<file path="src/sv/bhs_ram.sv">
// bhs_ram: generic single write port ram with registered read
// depends on nothing
`default_nettype none
module bhs_ram #(
  parameter int WIDTH = 128,
  parameter int DEPTH = 32
) (
  input  logic                     clk,
  input  logic                     we,
  input  logic [$clog2(DEPTH)-1:0] waddr,
  input  logic [WIDTH-1:0]         wdata,
  input  logic [$clog2(DEPTH)-1:0] raddr,
  output logic [WIDTH-1:0]         rdata
);

  logic [WIDTH-1:0] mem [DEPTH];

  always_ff @(posedge clk) begin
    if (we) begin
      mem[waddr] <= wdata;
    end
    rdata <= mem[raddr];
  end

endmodule
`default_nettype wire

</file>
<file path="config.mk">
export PLATFORM = sky130hd
export DESIGN_NAME = bhs_ram
export DESIGN_NICKNAME = d
export VERILOG_FILES = /design/src/sv/bhs_ram.sv
export SDC_FILE = /design/constraint.sdc
export NUM_CORES = 2
export LEC_CHECK = 0
export BUFFER_PORTS_ARGS = -buffer_cell sky130_fd_sc_hd__buf_2
export CAP_MARGIN = 20
export CORE_ASPECT_RATIO = 0.8
export CORE_MARGIN = 3
export CORE_UTILIZATION = 62
export DETAILED_ROUTE_END_ITERATION = 8
export PLACE_DENSITY_LB_ADDON = 0.3
export SLEW_MARGIN = 20
export SYNTH_ARGS = -nofsm -noshare
export SYNTH_HDL_FRONTEND = slang
export SYNTH_SLANG_ARGS = --single-unit
</file>
<file path="constraint.sdc">
create_clock -name clk -period 11.5 [get_ports clk]
set_input_delay 3.45 -clock clk [delete_from_list [all_inputs] [get_ports clk]]
set_output_delay 3.45 -clock clk [all_outputs]
set_load 0.05 [all_outputs]
</file>
After elaboration in Yosys (flattened, before gate mapping)
Memories as Yosys holds them, arrays and structs flattened. A register that Yosys moved wholly into a read port is not among the register bits.
Index checks and enable logic that the tools add are counted.
{ "op_classes": {"n_reduce_logical": 0, "eq_ne": 0, "n_mul": 0, "add_sub_neg": 0, "shift": 0, "n_div": 0, "mux": 2, "n_lt_le_gt_ge": 0, "bitwise_logic": 0} }
{ "op_table": {"columns": ["cell", "count"], "rows": [
  ["$mux W1", 2]
]} }
{ "totals": {"latchBits": 0, "reg_bits": 0, "mem_count": 1, "inputBits": 140, "romBits": 0, "ramBits": 4096} }
{ "mem_list": {"columns": ["name", "depth", "word_bits", "read_ports", "rd_ports_with_merged_regs", "wr", "line", "rtl"], "rows": [
  ["mem", 32, 128, 1, 1, 1, "16", "logic [WIDTH-1:0] mem [DEPTH];"]
]} }

Longest topological paths before layout
{ "logic_depth": {"depth_word": 2, "depth_mapped": 9} }

Worst setup path after synthesis
Ideal clock, no wire load.
{ "synth_timing": {"path_kind": "input to register", "start": "input waddr[1]", "end": "memory mem[12][0] (enable)", "setup_ns": 0.617, "required_time_ns": 10.883, "path_slack_ns": 1.452, "path_stages": 3, "path_buffers": 1, "arrival_ns": 9.431, "cell_sequence": "or3b_2 clkbuf_1 nor2_1"} }
{ "synth_rtl": {"columns": ["item", "line", "rtl"], "rows": [
  ["start, declared", "10", "input logic [$clog2(DEPTH)-1:0] waddr,"],
  ["end, declared", "16", null]
]} }
Straight into the memory's write port.

==> summary.txt <==
CTS
  – CTS Root Cell: clkbuf_16
  – CTS tree: built
  – CTS Buffer Depth: 4
  – H-tree Lvls: 5
  – Post-CTS setup buffer count: 0
  – Hold-fix buffers, CTS: 0
  – Clock Sink Count: around 4,200
  – Worst skew pair latency: roughly 0.91 ns
  – Post-CTS Resized: 0
  – Clk pin slew, worst setup/hold paths: approximately 0.060 ns
  – Num CTS Buffers: 383

Logic synthesis
  – Ys Warns: 0
  – Mapped Area: 155,000 um^2
  – Syn nets: between 6,000 and 7,000
  – Seq cells post-synth: 4,224
  – Synthesized area per cell: around 24 um^2
  – Post-synthesis sequential area ratio: 0.809
  – Post-Syn Instances: around 6,400
  – Post-synthesis cell type count: 28

Min path
  – Worst hold path class: reg2reg
  – Hold endpoint: rdata[11]
  – Start point of the worst hold path: mem[31][11]
  – Hold Path Depth: 3

Timing
  – Post-route clock period utilization: 0.523
  – Fmax: between 150 and 200 MHz
  – Minimum clock period: about 6 ns
  – RSZ-0062 raised after global routing: false
  – Final WS setup: roughly 5.5 ns
  – Hold Fails Final Rpt: 0
  – Worst hold slack: slightly above 0.7 ns
  – Setup TNS Final: 0 ns
  – Max-Slew Margin vs Limit: 0.196
  – Least-Margin Pin Slew: ~1.2 ns
  – Skew final: roughly 0.049 ns
  – Fin. max-slew vios: 0
  – Final setup viols: 0

Cells and area
  – Nets: between 7,000 and 8,000
  – Fill cells: 13,893
  – Area grow syn2layout: 11.6%
  – Share of cells above drive strength 1: 0.277
  – Design area: roughly 170,000 um^2
  – Non-filler cells in the finished layout: 10,536
  – Final core utilization: 0.699

Worst setup path
  – CP cell instances: buf_12 -> buf_12 -> buf_4 -> mux4_2 -> o22ai_1 -> nor4_1
  – Crit path DAT: around 6.8 ns
  – CP peak stage delay: 0.87 ns
  – Setup slack, reg-to-reg: 9.93 ns
  – FF-to-FF Start: mem[7][125]
  – Worst path most repeated cell: buf_12
  – Max FO, Critical Path: 98
  – Reg2reg end: rdata[125]
  – CP Class: in2reg
  – Crit start category: input port
  – Crit path required time: 12.25 ns
  – Worst Setup End Kind: register
  – Crit-path slowest cell: buf_4
  – R2R depth: 3

Placement
  – Pre-CTS setup slack: about 4.7 ns
  – Placer congestion estimate: ~0.75
  – Port-buffer cells: 267
  – DP HPWL: about 180 mm
  – Post-Place Cell Area: between 150,000 and 200,000 um^2
  – Placed Cells: around 9,800

Routing
  – DRC Markers: 0
  – Routed WL: between 300 and 400 mm
  – Drt first pass iters: 7
  – Routed Antenna Nets: 0
  – Drt initial violations: 10,973
  – Via/cell ratio: around 7.1
  – Wire per inst: 36.9 um
  – Via count: approximately 75,000

Floorplanning
  – Row count: 163
  – DIE AREA: between 200,000 and 300,000 um^2
  – I/O pins: ~270
  – Die width: roughly 570 um
  – Die height: 454 um
  – Starting Density: 0.626
  – Core area: ~250,000 um^2

Global routing
  – GRT Util Overall: 0.308
  – Largest net degree at the start of global routing: about 160
  – Vias in the first global route: 76,154
  – Gr ovfl total: 0
  – Global-route wire length before repair: 559 mm
  – Initial antenna violation count: 55

Power
  – Peak supply drop: approximately 0.16 mV
  – Power per cell area: between 150 and 200 nW/um^2
  – Final total power: 31.6 mW
  – LEAKAGE: between 50 and 60 nW

Outcome
  – Status: complete, no violations

Job
  – Max Cap Violations: 0
## critical path: cells and delay by family
kind,cells,cell delay (ns)
AO/OA/AOI/OAI,1,0.25
buffers and inverters,3,1.92
multiplexers,1,0.61
AND/OR/NAND/NOR,1,0.11
## cells in the final DEF, fill, tap and decap left out, types with 5 or more instances in the layout
master,netlist,final
clkinvlp_4,0,13
clkbuf_16,0,389
bufinv_16,0,41
clkbuf_8,0,27
clkinv_8,0,5
buf_2,94,265
o22ai_1,444,444
buf_12,0,29
mux4_2,956,956
clkbuf_1,108,67
nor2_4,0,33
mux2i_1,136,136
nor4_1,111,111
edfxtp_1,4096,4096
dfxtp_1,128,128
a22oi_1,102,102
clkinv_1,0,63
buf_4,67,127
nand4_1,17,17
inv_6,0,6
nand3_1,37,36
nand3b_1,6,6
clkinv_2,0,80
diode_2,0,26
## layer usage
layer / up-vias / part of all wire / routed length [um] / GRT usage
met1: 39482 / 0.36 / 138000 / 0.440
li1: 28928 / - / - / -
met4: 22 / 0.037 / 14300 / 0.112
met5: - / 0.00038 / 148 / 0
met3: 828 / 0.11 / 44500 / 0.0552
met2: 5405 / 0.49 / 192000 / 0.490
## synth_stat cells
master | n | area share
nand4_1 | 17 | 0.00069
nand2_1 | 4 | 0.000097
nand3_1 | 37 | 0.0012
edfxtp_1 | 4096 | 0.79
o22ai_1 | 444 | 0.018
and2_1 | 1 | 0.000040
nor4_1 | 111 | 0.0045
buf_4 | 67 | 0.0032
or2_1 | 1 | 0.000040
buf_1 | 44 | 0.0011
mux4_2 | 956 | 0.14
nor3b_1 | 1 | 0.000048
clkbuf_1 | 108 | 0.0026
a22oi_1 | 102 | 0.0049
buf_6 | 30 | 0.0022
nor2_1 | 35 | 0.00085
nor2b_1 | 3 | 0.00012
nor2_2 | 1 | 0.000040
and3_1 | 1 | 0.000040
nand3b_1 | 6 | 0.00029
or3b_2 | 4 | 0.00023
dfxtp_1 | 128 | 0.017
and3b_1 | 1 | 0.000056
buf_2 | 94 | 0.0030
clkbuf_4 | 9 | 0.00044
or3_1 | 2 | 0.000081
mux2i_1 | 136 | 0.0088
nand2b_1 | 1 | 0.000040
## flip-flops by register name, summed over array words and instances (netlist names)
register / count
mem: 4096
rdata: 128
## power breakdown
| part | internal (mW) | switching, mW | total, mW |
|---|---|---|---|
| clock | 7.31 | 5.53 | 12.8 |
| sequential | 17.1 | 0.117 | 17.2 |
| combinational | 0.506 | 1.01 | 1.52 |
## how the worst max path moves through the flow
stage	start	end	cells after the start
final	raddr[0]	rdata[87]	6
after global routing	raddr[0]	rdata[87]	6
after CTS	raddr[0]	rdata[87]	6
after detailed placement	raddr[0]	rdata[87]	6
after global placement	raddr[0]	rdata[81]	6
after floorplan	waddr[1]	mem[12][0]	3
## cell type report
| type | instances | area [um^2] | share of cell area |
|---|---|---|---|
| diodes | 26 | 65.1 | 0.000375 |
| clock buffers | 483 | 10400 | 0.0598 |
| clock inverters | 216 | 2240 | 0.0130 |
| multi-input cells | 1864 | 28000 | 0.162 |
| flip-flops and latches | 4224 | 126000 | 0.725 |
| well taps | 3300 | 4130 | 0.0238 |
| repair buffers | 423 | 2900 | 0.0168 |
## logic make-up after synthesis
logic type      after synthesis  share of synthesized area
flops                      4224                      0.809
mux                        1092                      0.147
compound gates              546                     0.0228
buf+inv                     352                     0.0126
simple gates                226                    0.00832
No activity file was read; power rests on OpenSTA's default activity.
